$ cat config.mk
export PLATFORM = sky130hd
export DESIGN_NAME = decimal_integer_parser_core
export DESIGN_NICKNAME = d
export VERILOG_FILES = /design/src/rtl/dip_pkg.sv /design/src/rtl/dip_apb_regs.sv /design/src/rtl/dip_step.sv /design/src/rtl/decimal_integer_parser_core.sv
export SDC_FILE = /design/constraint.sdc
export NUM_CORES = 1
export LEC_CHECK = 0
export BUFFER_PORTS_ARGS = -buffer_cell sky130_fd_sc_hd__buf_4
export CAP_MARGIN = 20
export CORE_MARGIN = 2
export CORE_UTILIZATION = 30
export CTS_BUF_LIST = sky130_fd_sc_hd__clkbuf_4
export CTS_CLUSTER_DIAMETER = 50
export DETAILED_ROUTE_END_ITERATION = 8
export GPL_TIMING_DRIVEN = 0
export PLACE_DENSITY_LB_ADDON = 0.08
export SLEW_MARGIN = 20
export SYNTH_ARGS = -nofsm -noshare
export SYNTH_HDL_FRONTEND = slang
export SYNTH_SLANG_ARGS = --single-unit
$ cat constraint.sdc
create_clock -name clk -period 6.15 [get_ports clk]
set_clock_uncertainty 0.1 [all_clocks]
set_input_delay 0.3075 -clock clk [delete_from_list [all_inputs] [get_ports clk]]
set_output_delay 0.3075 -clock clk [all_outputs]
set_load 0.02 [all_outputs]
$ cat src/rtl/dip_pkg.sv
// Shared types, constants and helpers for the decimal integer parser.
// Used by dip_apb_regs, dip_step and decimal_integer_parser_core; no dependencies.
package dip_pkg;

  // parse phase codes
  localparam logic [1:0] PH_LEAD   = 2'd0;
  localparam logic [1:0] PH_SIGN   = 2'd1;
  localparam logic [1:0] PH_DIGITS = 2'd2;
  localparam logic [1:0] PH_TRAIL  = 2'd3;

  // result status / sticky error codes
  localparam logic [1:0] ST_OK       = 2'd0;
  localparam logic [1:0] ST_EMPTY    = 2'd1;
  localparam logic [1:0] ST_INVALID  = 2'd2;
  localparam logic [1:0] ST_OVERFLOW = 2'd3;

  // register map (index = byte address / 4)
  localparam int         CFG_ADDR_W      = 3;
  localparam logic       REG_SIGNED_MODE = 1'b0;

  localparam int         VAL_W = 64;
  localparam int         ACC_W = VAL_W + 4;  // holds magnitude * 10 + 9

  localparam logic [VAL_W-1:0] LIM_UNSIGNED = {VAL_W{1'b1}};
  localparam logic [VAL_W-1:0] LIM_POS      = {1'b0, {(VAL_W-1){1'b1}}};
  localparam logic [VAL_W-1:0] LIM_NEG      = {1'b1, {(VAL_W-1){1'b0}}};

  // character codes
  localparam logic [7:0] CH_ZERO  = 8'h30;
  localparam logic [7:0] CH_NINE  = 8'h39;
  localparam logic [7:0] CH_PLUS  = 8'h2B;
  localparam logic [7:0] CH_MINUS = 8'h2D;
  localparam logic [7:0] CH_SPACE = 8'h20;
  localparam logic [7:0] CH_TAB   = 8'h09;
  localparam logic [7:0] CH_LF    = 8'h0A;
  localparam logic [7:0] CH_VT    = 8'h0B;
  localparam logic [7:0] CH_FF    = 8'h0C;
  localparam logic [7:0] CH_CR    = 8'h0D;

  typedef struct packed {
    logic [1:0]       phase;
    logic [VAL_W-1:0] magnitude;
    logic [VAL_W-1:0] neg_mag;     // always 0 - magnitude
    logic             is_negative;
    logic [1:0]       error_code;
  } parse_state_t;

  localparam parse_state_t STATE_CLEAR = '{
    phase:       PH_LEAD,
    magnitude:   '0,
    neg_mag:     '0,
    is_negative: 1'b0,
    error_code:  ST_OK
  };

  function automatic logic is_ws(input logic [7:0] c);
    is_ws = (c == CH_SPACE) || (c == CH_TAB) || (c == CH_LF) ||
            (c == CH_CR) || (c == CH_VT) || (c == CH_FF);
  endfunction

endpackage

$ cat src/rtl/dip_apb_regs.sv
// APB-style configuration register for the decimal integer parser.
// Depends on dip_pkg.
module dip_apb_regs (
  input  logic                             clk,
  input  logic                             rst,
  input  logic                             psel,
  input  logic                             penable,
  input  logic                             pwrite,
  input  logic [dip_pkg::CFG_ADDR_W-1:0]   paddr,
  input  logic [31:0]                      pwdata,
  output logic [31:0]                      prdata,
  output logic                             pready,
  output logic                             signed_mode
);

  logic reg_hit;
  logic wr_en;

  assign pready  = 1'b1;
  assign reg_hit = (paddr[2] == dip_pkg::REG_SIGNED_MODE);
  assign wr_en   = psel && penable && pwrite && pready && reg_hit;

  always_ff @(posedge clk) begin
    if (rst) begin
      signed_mode <= 1'b0;
    end else if (wr_en) begin
      signed_mode <= pwdata[0];
    end
  end

  assign prdata = reg_hit ? {31'b0, signed_mode} : 32'b0;

endmodule

$ cat src/rtl/dip_step.sv
// Per-character update of the parse state and result formation.
// Depends on dip_pkg.
module dip_step (
  input  dip_pkg::parse_state_t              st,
  input  logic                               signed_mode,
  input  logic [7:0]                         char_code,
  input  logic                               char_present,
  input  logic                               is_last,
  output dip_pkg::parse_state_t              st_next,
  output logic [1:0]                         res_status,
  output logic [dip_pkg::VAL_W-1:0]          res_value
);

  logic                          is_digit;
  logic                          is_sign;
  logic                          ws;
  logic [3:0]                    dval;
  logic [dip_pkg::VAL_W-1:0]     limit;
  logic [dip_pkg::ACC_W-1:0]     mag_ext;
  logic [dip_pkg::ACC_W-1:0]     acc;
  logic [dip_pkg::VAL_W-1:0]     neg_acc;
  logic                          ovf;
  dip_pkg::parse_state_t         upd;
  logic                          take_digit;

  assign is_digit = (char_code >= dip_pkg::CH_ZERO) && (char_code <= dip_pkg::CH_NINE);
  assign is_sign  = (char_code == dip_pkg::CH_PLUS) || (char_code == dip_pkg::CH_MINUS);
  assign ws       = dip_pkg::is_ws(char_code);
  assign dval     = char_code[3:0];

  always_comb begin
    if (!signed_mode) begin
      limit = dip_pkg::LIM_UNSIGNED;
    end else if (st.is_negative) begin
      limit = dip_pkg::LIM_NEG;
    end else begin
      limit = dip_pkg::LIM_POS;
    end
  end

  // magnitude * 10 + d, exact; the negated twin tracks 0 - magnitude
  assign mag_ext = {4'b0, st.magnitude};
  assign acc     = (mag_ext << 3) + (mag_ext << 1) + {{(dip_pkg::ACC_W-4){1'b0}}, dval};
  assign neg_acc = (st.neg_mag << 3) + (st.neg_mag << 1)
                   - {{(dip_pkg::VAL_W-4){1'b0}}, dval};
  assign ovf     = acc > {4'b0, limit};

  always_comb begin
    upd        = st;
    take_digit = 1'b0;
    if (char_present && (st.error_code == dip_pkg::ST_OK)) begin
      unique case (st.phase)
        dip_pkg::PH_LEAD: begin
          if (!ws) begin
            if (is_digit) begin
              take_digit = 1'b1;
            end else if (is_sign && signed_mode) begin
              upd.is_negative = (char_code == dip_pkg::CH_MINUS);
              upd.phase       = dip_pkg::PH_SIGN;
            end else begin
              upd.error_code = dip_pkg::ST_INVALID;
            end
          end
        end
        dip_pkg::PH_SIGN: begin
          if (!ws) begin
            if (is_digit) begin
              take_digit = 1'b1;
            end else begin
              upd.error_code = dip_pkg::ST_INVALID;
            end
          end
        end
        dip_pkg::PH_DIGITS: begin
          if (is_digit) begin
            take_digit = 1'b1;
          end else if (ws) begin
            upd.phase = dip_pkg::PH_TRAIL;
          end else begin
            upd.error_code = dip_pkg::ST_INVALID;
          end
        end
        default: begin
          if (!ws) begin
            upd.error_code = dip_pkg::ST_INVALID;
          end
        end
      endcase
      if (take_digit) begin
        if (ovf) begin
          upd.error_code = dip_pkg::ST_OVERFLOW;
        end else begin
          upd.magnitude = acc[dip_pkg::VAL_W-1:0];
          upd.neg_mag   = neg_acc;
          upd.phase     = dip_pkg::PH_DIGITS;
        end
      end
    end
  end

  always_comb begin
    res_value = '0;
    if (upd.error_code != dip_pkg::ST_OK) begin
      res_status = upd.error_code;
    end else if (upd.phase == dip_pkg::PH_LEAD) begin
      res_status = dip_pkg::ST_EMPTY;
    end else if (upd.phase == dip_pkg::PH_SIGN) begin
      res_status = dip_pkg::ST_INVALID;
    end else begin
      res_status = dip_pkg::ST_OK;
      res_value  = upd.is_negative ? upd.neg_mag : upd.magnitude;
    end
  end

  // drop the per-string state once the string ends
  assign st_next = is_last ? dip_pkg::STATE_CLEAR : upd;

endmodule

$ cat src/rtl/decimal_integer_parser_core.sv
// Streaming decimal integer parser, one character per transaction.
// One character is taken every cycle unless the stage register stalls; it is
// held there, and its effect on the parse state is registered as it leaves.
// A string's result is loaded into the result register as its last item
// leaves the stage, so throughput is 1 item per cycle while results are taken.
// The cycle time is set by the accumulator update: magnitude * 10 + digit as
// one 68-bit add and compare against the active limit. A result not taken
// stalls the next string's last item and those behind it; earlier ones flow.
// Depends on dip_pkg, dip_apb_regs and dip_step.
module decimal_integer_parser_core (
  input  logic                              clk,
  input  logic                              rst,
  // configuration port
  input  logic                              psel,
  input  logic                              penable,
  input  logic                              pwrite,
  input  logic [dip_pkg::CFG_ADDR_W-1:0]    paddr,
  input  logic [31:0]                       pwdata,
  output logic [31:0]                       prdata,
  output logic                              pready,
  // character channel
  input  logic                              char_valid,
  output logic                              char_ready,
  input  logic [7:0]                        char_code,
  input  logic                              char_present,
  input  logic                              is_last,
  // result channel
  output logic                              result_valid,
  input  logic                              result_ready,
  output logic [1:0]                        status,
  output logic [dip_pkg::VAL_W-1:0]         value
);

  logic                          signed_mode;

  logic                          stage_valid;
  logic [7:0]                    stage_code;
  logic                          stage_present;
  logic                          stage_last;

  logic                          out_free;
  logic                          stage_go;
  logic                          char_take;

  dip_pkg::parse_state_t         st;
  dip_pkg::parse_state_t         st_next;
  logic [1:0]                    res_status;
  logic [dip_pkg::VAL_W-1:0]     res_value;

  dip_apb_regs u_regs (
    .clk         (clk),
    .rst         (rst),
    .psel        (psel),
    .penable     (penable),
    .pwrite      (pwrite),
    .paddr       (paddr),
    .pwdata      (pwdata),
    .prdata      (prdata),
    .pready      (pready),
    .signed_mode (signed_mode)
  );

  dip_step u_step (
    .st           (st),
    .signed_mode  (signed_mode),
    .char_code    (stage_code),
    .char_present (stage_present),
    .is_last      (stage_last),
    .st_next      (st_next),
    .res_status   (res_status),
    .res_value    (res_value)
  );

  // a last item may move only when the result register can take it
  assign out_free   = !result_valid || result_ready;
  assign stage_go   = stage_valid && (!stage_last || out_free);
  assign char_ready = !stage_valid || stage_go;
  assign char_take  = char_valid && char_ready;

  always_ff @(posedge clk) begin
    if (rst) begin
      stage_valid <= 1'b0;
    end else if (char_take) begin
      stage_valid <= 1'b1;
    end else if (stage_go) begin
      stage_valid <= 1'b0;
    end
  end

  always_ff @(posedge clk) begin
    if (char_take) begin
      stage_code    <= char_code;
      stage_present <= char_present;
      stage_last    <= is_last;
    end
  end

  always_ff @(posedge clk) begin
    if (rst) begin
      st <= dip_pkg::STATE_CLEAR;
    end else if (stage_go) begin
      st <= st_next;
    end
  end

  always_ff @(posedge clk) begin
    if (rst) begin
      result_valid <= 1'b0;
    end else if (stage_go && stage_last) begin
      result_valid <= 1'b1;
    end else if (result_ready) begin
      result_valid <= 1'b0;
    end
  end

  always_ff @(posedge clk) begin
    if (stage_go && stage_last) begin
      status <= res_status;
      value  <= res_value;
    end
  end

  // value is zero on any non-ok result
  a_value_zero_unless_ok: assert property (@(posedge clk) disable iff (rst)
    (result_valid && (status != dip_pkg::ST_OK)) |-> (value == '0))
    else $error("nonzero value with non-ok status");

  // negated accumulator tracks the magnitude
  a_neg_twin: assert property (@(posedge clk) disable iff (rst)
    (dip_pkg::VAL_W'(st.magnitude + st.neg_mag) == '0))
    else $error("negated accumulator out of step");

  // a string end clears the parse state
  a_clear_on_last: assert property (@(posedge clk) disable iff (rst)
    (stage_go && stage_last) |=>
      ((st.phase == dip_pkg::PH_LEAD) && (st.error_code == dip_pkg::ST_OK) &&
       (st.magnitude == '0) && !st.is_negative))
    else $error("parse state not cleared after last item");

  // the first error holds until the string ends
  a_error_sticky: assert property (@(posedge clk) disable iff (rst)
    ((st.error_code != dip_pkg::ST_OK) && !(stage_go && stage_last)) |=>
      (st.error_code == $past(st.error_code)))
    else $error("sticky error changed inside a string");

  // a pending result is never overwritten
  a_no_result_overrun: assert property (@(posedge clk) disable iff (rst)
    (result_valid && !result_ready) |-> !(stage_go && stage_last))
    else $error("result register overrun");

endmodule
==> results of run 1 <==
-- routing by layer --
| layer | share of wire (%) | GRT usage, % | vias to the layer above |
|---|---|---|---|
| met5 | 0 | 0 | - |
| met4 | 2.8 | 7.68 | 0 |
| met3 | 4.9 | 4.14 | 113 |
| met2 | 47 | 38.9 | 493 |
| met1 | 45 | 29.5 | 9734 |
| li1 | - | - | 9574 |
-- worst max-delay path, cell delays in order, from the launching register on --
cell	delay [ns]
edfxtp_1	0.43
fa_1	0.53
inv_1	0.06
fa_2	0.34
nand2b_4	0.15
a21o_1	0.20
a211o_1	0.35
and2_4	0.19
or3_4	0.39
a21oi_4	0.21
a41oi_2	0.16
xnor2_2	0.26
ha_1	0.30
a21o_1	0.20
a2111oi_4	0.32
or4_4	0.20
a31oi_4	0.10
or4_4	0.46
o211a_1	0.28
nor4_4	0.21
nor4b_4	0.26
buf_6	0.20
buf_4	0.14
clkbuf_16	0.15
mux4_2	0.28
nor2b_1	0.16
-- state kept, by name, summed over array words and instances, names as in the netlist --
register and flops:
status 2, result_valid 1, stage_present 1, stage_code 8, value 64, stage_valid 1, u_regs.signed_mode 1, st 133
stage_last 1
-- how the worst min path moves through the flow --
stage	end	slack (ns)	depth (start not counted)
floorplan	stage_code[0]$_DFFE_PP_	0.31	0
global placement	st[25]$_SDFFE_PP0P_	0.34	2
detailed placement	st[25]$_SDFFE_PP0P_	0.34	2
CTS	stage_code[6]$_DFFE_PP_	0.01	2
global route	stage_code[4]$_DFFE_PP_	0.04	2
finish	stage_last$_DFFE_PP_	0.10	2
-- kinds of logic (layout without fill, tap and decap cells) --
| group | count (synthesis) | after routing | synth area share, % |
|---|---|---|---|
| fa+ha+maj | 318 | 318 | 19.8 |
| other cells | 2 | 38 | 0.0372 |
| buf+inv | 391 | 714 | 7.99 |
| simple gates | 589 | 589 | 13.8 |
| flops | 212 | 212 | 24.8 |
| xor+xnor | 121 | 121 | 5.25 |
| compound gates | 776 | 776 | 26.4 |
| mux | 37 | 37 | 1.90 |
-- power groups by stage --
stage,Clock (W),Combinational (W),Sequential (W)
2_1_floorplan,0,0.000252,0.00150
3_3_place_gp,0,0.000385,0.00150
3_5_place_dp,0,0.000389,0.00149
4_1_cts,0.00165,0.000478,0.00146
5_1_grt,0.00172,0.000535,0.00146
6_report,0.00159,0.000503,0.00146
-- metrics by stage --
step,utilization (%),cells,setup TNS [ns]
final,39.8,3678,-125.93
after global routing,39.8,3678,-168.87
after CTS,38.1,3648,-125.09
after detailed placement,33.2,3440,-556.88
after global placement,33.1,3436,-576.45
after floorplan,-,2476,-0.0563
-- layout by cell type, fill, tap and decap left out, types with 14 or more instances in the layout --
cell type	n
xor2_1	38
nor3_1	25
edfxtp_1	76
nand2_1	170
a22o_1	114
clkbuf_4	108
mux2i_1	33
o21bai_1	21
and2_1	15
conb_1	32
nand4_1	46
nand3_1	34
o21ai_0	89
nor2_1	172
buf_12	33
a21oi_1	167
ha_1	311
clkbuf_1	62
o211ai_1	22
a211oi_4	41
o21ai_1	18
dlygate4sd3_1	18
buf_8	20
inv_1	236
a21o_1	69
nor2b_1	18
a211oi_1	66
clkbuf_16	23
buf_4	164
xnor2_1	71
a31oi_1	14
dfxtp_1	129
-- area by class of cell --
type / count / area (sq um) / area share, %
inverter: 237 / 892 / 3.35
clock inverter: 18 / 128 / 0.479
tap: 873 / 1090 / 4.10
sequential: 212 / 5010 / 18.8
multi-input combinational: 1873 / 15100 / 56.8
clock buffer: 107 / 803 / 3.02
timing repair buffer: 209 / 2340 / 8.78
buffer: 143 / 1230 / 4.62
antenna: 6 / 15.0 / 0.0564
-- synthesized netlist by cell type (all sizes together) (35+ instances only) --
cell	count	area share (%)
dfxtp	136	13
a22o	114	4.9
inv	237	4.4
nand3	37	0.92
nor2	175	3.3
clkbuf	94	1.7
buf	60	1.8
o21ai	116	2.9
mux2i	35	1.7
ha	314	19
a211oi	120	4.5
a21o	69	2.6
nand4	46	1.4
nand2	181	3.4
xnor2	80	3.5
edfxtp	76	11
a21oi	178	4.4
xor2	41	1.8
-- timing repair --
action | in CTS | in global routing
hold buffers | 18 | 0
endpoints found under the setup margin | 198 | 198
cloned | 13 | 11
setup buffers | 54 | 26
gates resized for setup | 301 | 160
pin swaps | 102 | 82
endpoints found under the hold margin | 29 | 0
==> summary.md, run 1 <==
| Metric | Value |
|---|---|
| GRT Util Overall | 23.0% |
| Max VDD drop | approximately 0.073 mV |
| CTS Buf Count | 70 |
| Vias in the first global route | approximately 20k |
| Cell area after layout | ~0.027 sq mm |
| Post-Route WL | a little over 80000 microns |
| FF-to-FF Start | stage_code[3]$_DFFE_PP_ |
| Fraction of the yosys area taken by sequential cells | about a quarter |
| Ys Warns | 0 |
| CTS tree | built |
| Core Region | roughly 0.067 sq mm |
| Reg power frac | between 40% and 50% |
| Final period util | 113% |
| Routed WL per cell | ~23 microns |
| Worst reg2reg path depth | 25 |
| P per Cell Area | approximately 130 mW/mm^2 |
| Post-Synthesis Cells | between 2k and 2.5k |
| Unrepaired setup endpoints after global routing | yes |
| Area Overhead vs Synth | 31.8% |
| Int Pwr | 0.00254 W |
| Num rows | 95 |
| Psw | approximately 0.0010 W |
| EDFF count, synth | between 70 and 80 |
| Status | finished, violations left |
| Share of cells above drive strength 1 | between 20% and 30% |
| Final hold viol count | 0 |
| Global-route wire length before repair | around 120000 microns |
| Synthesized area per cell | a little over 8 sq um |
| Worst-Margin Slew | 1.17 ns |
| Worst endpoint required time | 6.59 ns |
| Pwr Total | 0.00356 W |
| Routed vias/inst | 5.41 |
| Failing checks | negative setup slack |
| Max-cap violations | 0 |
| I/O pins | between 150 and 200 |
| Final setup viols | 196 |
| Mapped Area | slightly above 0.02 sq mm |
| Worst reg2reg path endpoint | value[52]$_SDFFCE_PP0P_ |
| H-tree depth | 3 |
| Min-delay worst type | in2reg |
| Final worst slack | -0.774 ns |
| Crit path to | value[52]$_SDFFCE_PP0P_ |
| Primary FF master, synth | dfxtp_1 |
| Clk buf depth | 3 |
| Critical-path maximum fanout | 8 |
| Worst skew pair latency | about 0.83 ns |
| Post-synth ARST share | 0% |
| Combinational share of power | between 10 and 15% |
| 1st-iter DRT viols | ~1.1k |
| DR pass1 iterations | 5 |
| # DRC | 0 |
| Final HPWL DP | 62400 microns |
| Initial Util | 30.2% |
| Clock sinks | 212 |
| FF+latch count, synth | about 210 |
| Slew Limit Fails | 0 |
| HP Start | is_last |
| CP startpoint kind | register |
| Fmax | 0.144 GHz |
| WHS | between 0.1 and 0.15 ns |
| Worst slack, placed | -3.33 ns |
| Clock power share | 44.7% |
| R2R setup slack | -0.77 ns |
| Via count | approximately 20k |
| Initial antenna violation count | 3 |
| Full die area | 0.0694 sq mm |
| Crit Path Category | reg2reg |
| Post-layout nets | a little over 3k |
| GRT overflow | 0 |
| Worst Setup End Kind | register |
| Die height | 264 microns |
| Die width | 264 microns |
| Root buffer cell | clkbuf_4 |
| Post-layout min period | between 6 and 7 ns |
| GPL Wtd Cong | a little under 0.9 |
| CP Data Arrival Time | 7.37 ns |
| Yosys cell types | between 70 and 80 |
| Reg clk slew, reported paths | approximately 0.06 ns |
| Worst relative slew slack | 22.0% |
| Leak | between 10 and 15 nW |
| Remaining antenna violation count after routing | 0 |
| Buffers on Ports | 87 |
| Largest net degree at the start of global routing | 39 |
| Fill cell count | a little under 7k |
| Switching share of power | ~29% |
| DP Area | between 0.02 and 0.025 sq mm |
| Crit path launch | stage_code[3]$_DFFE_PP_ |
Power figures use the tool's default switching activity.
==> run 2: changes to the inputs <==
--- a/config.mk
+++ b/config.mk
@@ -7,7 +7,7 @@
 export LEC_CHECK = 0
 export BUFFER_PORTS_ARGS = -buffer_cell sky130_fd_sc_hd__buf_4
 export CAP_MARGIN = 20
-export CORE_MARGIN = 2
+export CORE_MARGIN = 4
 export CORE_UTILIZATION = 30
 export CTS_BUF_LIST = sky130_fd_sc_hd__clkbuf_4
 export CTS_CLUSTER_DIAMETER = 50
==> run 2 against run 1 <==
  * The flow still finishes with violations (negative setup slack)
  * Utilization increased by 0.99 points
  * Via count is 1.1% higher
  * Flip-flop and latch count unchanged
  * Final cell count is 0.33% higher
  * Hold slack better by 0.029 ns
  * Die area up 3.1%
  * Cell area grew 1.4%
  * Sequential power about the same
  * Global-route usage rose by 0.058 points
  * Critical path type unchanged
  * Critical endpoint is now value[5]$_SDFFCE_PP0P_
  * Largest cell class unchanged
==> summary.md, run 2 (same netlist as run 1, synthesis figures left out) <==
| Metric | Value |
|---|---|
| Status | finished, violations left |
| Failing checks | negative setup slack |
| GRT Util Overall | 23.1% |
| Initial antenna violation count | 2 |
| Crit Path Category | reg2reg |
| Clock sinks | ~210 |
| Global-route wire length before repair | approximately 130000 microns |
| Setup TNS Final | -126.87 ns |
| Worst reg2reg path depth | 26 |
| Final setup viols | between 150 and 200 |
| Fill cell count | 6758 |
| Buffers on Ports | between 80 and 90 |
| Max-cap violations | 0 |
| Post-layout nets | about 3.1k |
| Crit path launch | stage_code[3]$_DFFE_PP_ |
| Reg clk slew, reported paths | 0.06 ns |
| Worst Setup End Kind | register |
| GPL Wtd Cong | 0.907 |
| Unrepaired setup endpoints after global routing | yes |
| Initial Util | a little under a third |
| Vias in the first global route | 20.1k |
| FF-to-FF Start | stage_code[3]$_DFFE_PP_ |
| Worst Hold Path EP | stage_last$_DFFE_PP_ |
| Worst skew pair latency | roughly 0.84 ns |
| Root buffer cell | clkbuf_4 |
| Final hold viol count | 0 |
| I/O pins | about 150 |
| P per Cell Area | 133 mW/mm^2 |
| Clk buf depth | 3 |
| Share of cells above drive strength 1 | between 20% and 30% |
| Leak | approximately 12 nW |
| Worst relative slew slack | 10.7% |
| Final HPWL DP | 62400 microns |
| Reg with most FFs | st |
| Largest net degree at the start of global routing | 40 |
| Routed vias/inst | ~5.5 |
| R2R setup slack | -0.83 ns |
| Post-layout min period | around 7 ns |
| Final worst slack | -0.830 ns |
| # DRC | 0 |
| Worst slack, placed | -3.42 ns |
| Die height | about 270 microns |
| Final period util | 113% |
| Critical-path maximum fanout | 6 |
| GRT overflow | 0 |
| CP Data Arrival Time | between 7 and 8 ns |
| Pwr Total | 0.00360 W |
| H-tree depth | 3 |
| Most frequent cells in the layout | ha_1 (311), inv_1 (236), buf_4 (173), nor2_1 (171), nand2_1 (169) |
| Routed WL per cell | approximately 23 microns |
| Die width | ~270 microns |
| Min-delay worst type | in2reg |
| CTS Buf Count | 72 |
| Area Overhead vs Synth | 33.6% |
| Regs by FF count | st x133, value x64, stage_code x8 |
| 1st-iter DRT viols | 1305 |
| Worst reg2reg path endpoint | value[5]$_SDFFCE_PP0P_ |
| Commonest non-fill, non-tap cell in the layout | ha_1 |
| Core Region | 0.0662 sq mm |
| Post-Route WL | 85500 microns |
| HP Start | is_last |
| Max VDD drop | just under 0.09 mV |
| DR pass1 iterations | 5 |
| Num rows | between 90 and 100 |
| Max reg flops | between 100 and 150 |
| Full die area | roughly 0.072 sq mm |
| WHS | between 0.1 and 0.15 ns |
| CTS tree | built |
| Worst endpoint required time | about 6.7 ns |
| Post-Route Utilization | between 40% and 50% |
| Fmax | 0.143 GHz |
| Via count | about 20k |
| Remaining antenna violation count after routing | 0 |
| Slew Limit Fails | 0 |
| Hold depth | 2 |
| Worst-Margin Slew | ~1.3 ns |
| CP startpoint kind | register |
## run 2: how the worst max path moves through the flow
| stage | to | slack (ns) | cells past startpoint |
|---|---|---|---|
| global route | value[7]$_SDFFCE_PP0P_ | -1.01 | 27 |
| CTS | value[16]$_SDFFCE_PP0P_ | -0.81 | 27 |
| global placement | value[36]$_SDFFCE_PP0P_ | -3.64 | 23 |
| finish | value[5]$_SDFFCE_PP0P_ | -0.83 | 26 |
| floorplan | value[52]$_SDFFCE_PP0P_ | -0.04 | 23 |
| detailed placement | value[36]$_SDFFCE_PP0P_ | -3.42 | 23 |
## run 2: timing repair
item / CTS / global route
pin swaps: 151 / 59
setup buffers: 86 / 28
hold endpoints to repair: 28 / 0
cloned: 27 / 4
setup endpoints to repair: 198 / 198
hold buffers: 18 / 0
resized for setup: 393 / 141
## run 2: power breakdown
part	switching [W]	total (W)	leakage [nW]	internal [W]
sequential	0.00000522	0.00146	1.93	0.00146
combinational	0.000299	0.000502	9.92	0.000203
clock	0.000748	0.00163	0.572	0.000885
total	0.00105	0.00360	12.4	0.00255
## run 2: routing by layer
layer	part of all wire, %	GRT usage, %	up-vias	routed length (microns)
li1	-	-	9612	-
met1	45	30.9	9809	38600
met4	3.5	8.11	2	3020
met5	0.015	0	-	13
met2	47	38.6	568	39800
met3	4.8	2.77	150	4070
## run 2: area by class of cell
cell class                      instances  area (sq um)  share of cell area [%]
Antenna cell                            1          2.50                 0.00927
Buffer                                139          1240                    4.60
Clock buffer                          108           811                    3.00
Clock inverter                         23           146                   0.542
Inverter                              237           892                    3.30
Multi-Input combinational cell       1875         15400                    57.0
Sequential cell                       212          5010                    18.6
Tap cell                              864          1080                    4.00
Timing Repair Buffer                  231          2430                    9.00
## run 2: worst max-delay path: stages (launching register included)
cell       delay [ns]
edfxtp_1         0.43
fa_1             0.53
inv_1            0.06
fa_2             0.33
nand2b_4         0.15
a21o_4           0.22
a211o_4          0.35
and2_4           0.16
or3_4            0.40
a21oi_4          0.20
a41oi_2          0.17
xnor2_2          0.30
ha_1             0.30
a21o_1           0.20
a2111oi_4        0.28
or4_4            0.19
a31oi_4          0.11
or4_4            0.47
o211a_1          0.27
nor4_4           0.19
nor4b_4          0.26
buf_6            0.21
buf_12           0.13
o21ai_4          0.13
buf_12           0.22
clkbuf_16        0.17
a211oi_4         0.25
## run 2: per-stage QoR
step           instances  cell area (sq um)
2_1_floorplan       2476              20400
3_3_place_gp        3427              22100
3_5_place_dp        3430              22200
4_1_cts             3684              26600
5_1_grt             3690              27000
6_report            3690              27000
==> run 3: changes to the inputs <==
--- a/config.mk
+++ b/config.mk
@@ -14,6 +14,7 @@
 export DETAILED_ROUTE_END_ITERATION = 8
 export GPL_TIMING_DRIVEN = 0
 export PLACE_DENSITY_LB_ADDON = 0.08
+export SKIP_CTS_REPAIR_TIMING = 1
 export SLEW_MARGIN = 20
 export SYNTH_ARGS = -nofsm -noshare
 export SYNTH_HDL_FRONTEND = slang
==> run 3 against run 2 <==
  * The flow still finishes with violations (negative setup slack)
  * Sequential power barely moved
  * First-iteration DRC count fell by 11%
  * Flip-flop and latch count did not move
  * Register-to-register slack got worse by 0.06 ns
  * Critical path type unchanged
==> summary.md, run 3 (same netlist as run 1, synthesis figures left out) <==
| Metric | Value |
|---|---|
| Clock sinks | ~210 |
| Fmax | around 0.14 GHz |
| Final worst slack | -0.889 ns |
| Crit path launch | st[88]$_SDFFE_PP0P_ |
| Full die area | a little over 0.07 sq mm |
| Leak | 12.0 nW |
| Most frequent cells in the layout | ha_1 (312), inv_1 (236), nor2_1 (173), nand2_1 (169), a21oi_1 (168) |
| Reg clk slew, reported paths | about 0.08 ns |
| Worst-Margin Slew | between 1 and 1.5 ns |
| CTS tree | built |
| GRT Util Overall | a little over a fifth |
| Regs by FF count | st x133, value x64, stage_code x8 |
| Die height | between 200 and 300 microns |
| Post-layout min period | 7.04 ns |
| Final hold viol count | 0 |
| H-tree depth | 3 |
| Crit Path Category | reg2reg |
| Dpl cells | ~3.4k |
| Crit path max-delay cell type | or4_4 |
| Failing checks | negative setup slack |
| Routed vias/inst | approximately 5.4 |
| Status | finished, violations left |
| Commonest non-fill, non-tap cell in the layout | ha_1 |
| Worst skew pair latency | slightly above 0.8 ns |
| Root buffer cell | clkbuf_4 |
| Post-Route WL | between 80000 and 90000 microns |
| Non-filler cells, final | ~3.6k |
| Min-delay worst type | in2reg |
| FF-to-FF Start | st[88]$_SDFFE_PP0P_ |
| Post-layout nets | about 3.1k |
| Critical-path maximum fanout | 10 |
| Remaining antenna violation count after routing | 0 |
| Max-cap violations | 0 |
| Unrepaired setup endpoints after global routing | yes |
| Share of cells above drive strength 1 | approximately a fifth |
| P per Cell Area | roughly 140 mW/mm^2 |
| Max VDD drop | about 0.087 mV |
| Via count | just under 20k |
| Core Region | roughly 0.066 sq mm |
| Global-route wire length before repair | 117000 microns |
| Max reg flops | ~130 |
| Post-Route Utilization | about 40% |
| Clk buf depth | 3 |
| GPL Wtd Cong | roughly 0.91 |
| Initial Util | a little under a third |
| GRT overflow | 0 |
| Buffers on Ports | 87 |
| # DRC | 0 |
| R2R setup slack | -0.89 ns |
| Final HPWL DP | 62400 microns |
| Num rows | 94 |
| Setup TNS Final | -152.16 ns |
| Slew Limit Fails | 0 |
| Area Overhead vs Synth | 28.8% |
| Cell area after layout | 0.0260 sq mm |
| DR pass1 iterations | 5 |
| Vias in the first global route | 18.9k |
| Final period util | 114% |
| 1st-iter DRT viols | 1166 |
| DP Area | around 0.022 sq mm |
| Reg with most FFs | st |
| Die width | 268 microns |
| Worst Setup End Kind | register |
| CP startpoint kind | register |
| Worst slack, placed | -3.42 ns |
| Initial antenna violation count | 3 |
| Worst relative slew slack | 21.4% |
| CP peak stage delay | roughly 0.65 ns |
| Final setup viols | 198 |
| Worst endpoint required time | ~6.7 ns |
| Largest net degree at the start of global routing | 40 |
| HP Start | is_last |
| Routed WL per cell | about 23 microns |
| CTS Buf Count | 72 |
| Cell mode on critical path | ha_1 |
| I/O pins | ~150 |
| CP Data Arrival Time | 7.54 ns |
-- run 3: cell count changes in the layout (fill, tap and decap cells not counted), sizes merged --
cell | before | now
buf | 263 | 219
o21ai | 118 | 117
clkbuf | 197 | 202
dlygate4sd3 | 18 | 17
-- run 3: per-stage QoR --
stage | hold slack, ns | power (W)
after CTS | -0.505 | 0.00354
after global routing | 0.0852 | 0.00375
after global placement | 0.338 | 0.00188
after floorplan | 0.306 | 0.00175
final | 0.139 | 0.00359
after detailed placement | 0.342 | 0.00188
-- run 3: final timing paths --
check                           cells after the start                 endpoint
worst min-delay path                                2     stage_last$_DFFE_PP_
worst min register to register                      2      st[60]$_SDFFE_PP0P_
worst max register to register                     26  value[34]$_SDFFCE_PP0P_
worst max-delay path                               26  value[34]$_SDFFCE_PP0P_
-- run 3: final cells by class --
class | instances | area [sq um]
Antenna cell | 1 | 2.50
Tap cell | 864 | 1080
Clock inverter | 23 | 146
Clock buffer | 108 | 811
Inverter | 237 | 892
Timing Repair Buffer | 185 | 1960
Sequential cell | 212 | 5010
Fill cell | 6849 | 40200
Buffer | 145 | 1100
Multi-Input combinational cell | 1874 | 15000
-- run 3: report_power, final --
group	internal (W)	leakage (nW)	switching (W)
combinational	0.000206	9.53	0.000295
clock	0.000885	0.572	0.000736
sequential	0.00146	1.93	0.00000587
total	0.00255	12.0	0.00104
-- run 3: routing by layer --
metal,vias to the layer above,global-route usage [%],part of all wire [%]
met1,9629,29.0,46
met4,2,7.64,3.1
li1,9544,-,-
met3,130,2.77,4.3
met5,-,0,0.016
met2,482,35.0,46
-- run 3: critical path: cells and delay by family (launching register included) --
kind	cells	cell delay (ns)
flip-flops	1	0.36
adder cells (fa/ha/maj)	3	0.86
XOR/XNOR	1	0.28
buffers and inverters	5	0.85
AND/OR/NAND/NOR	9	2.72
AO/OA/AOI/OAI	8	1.65
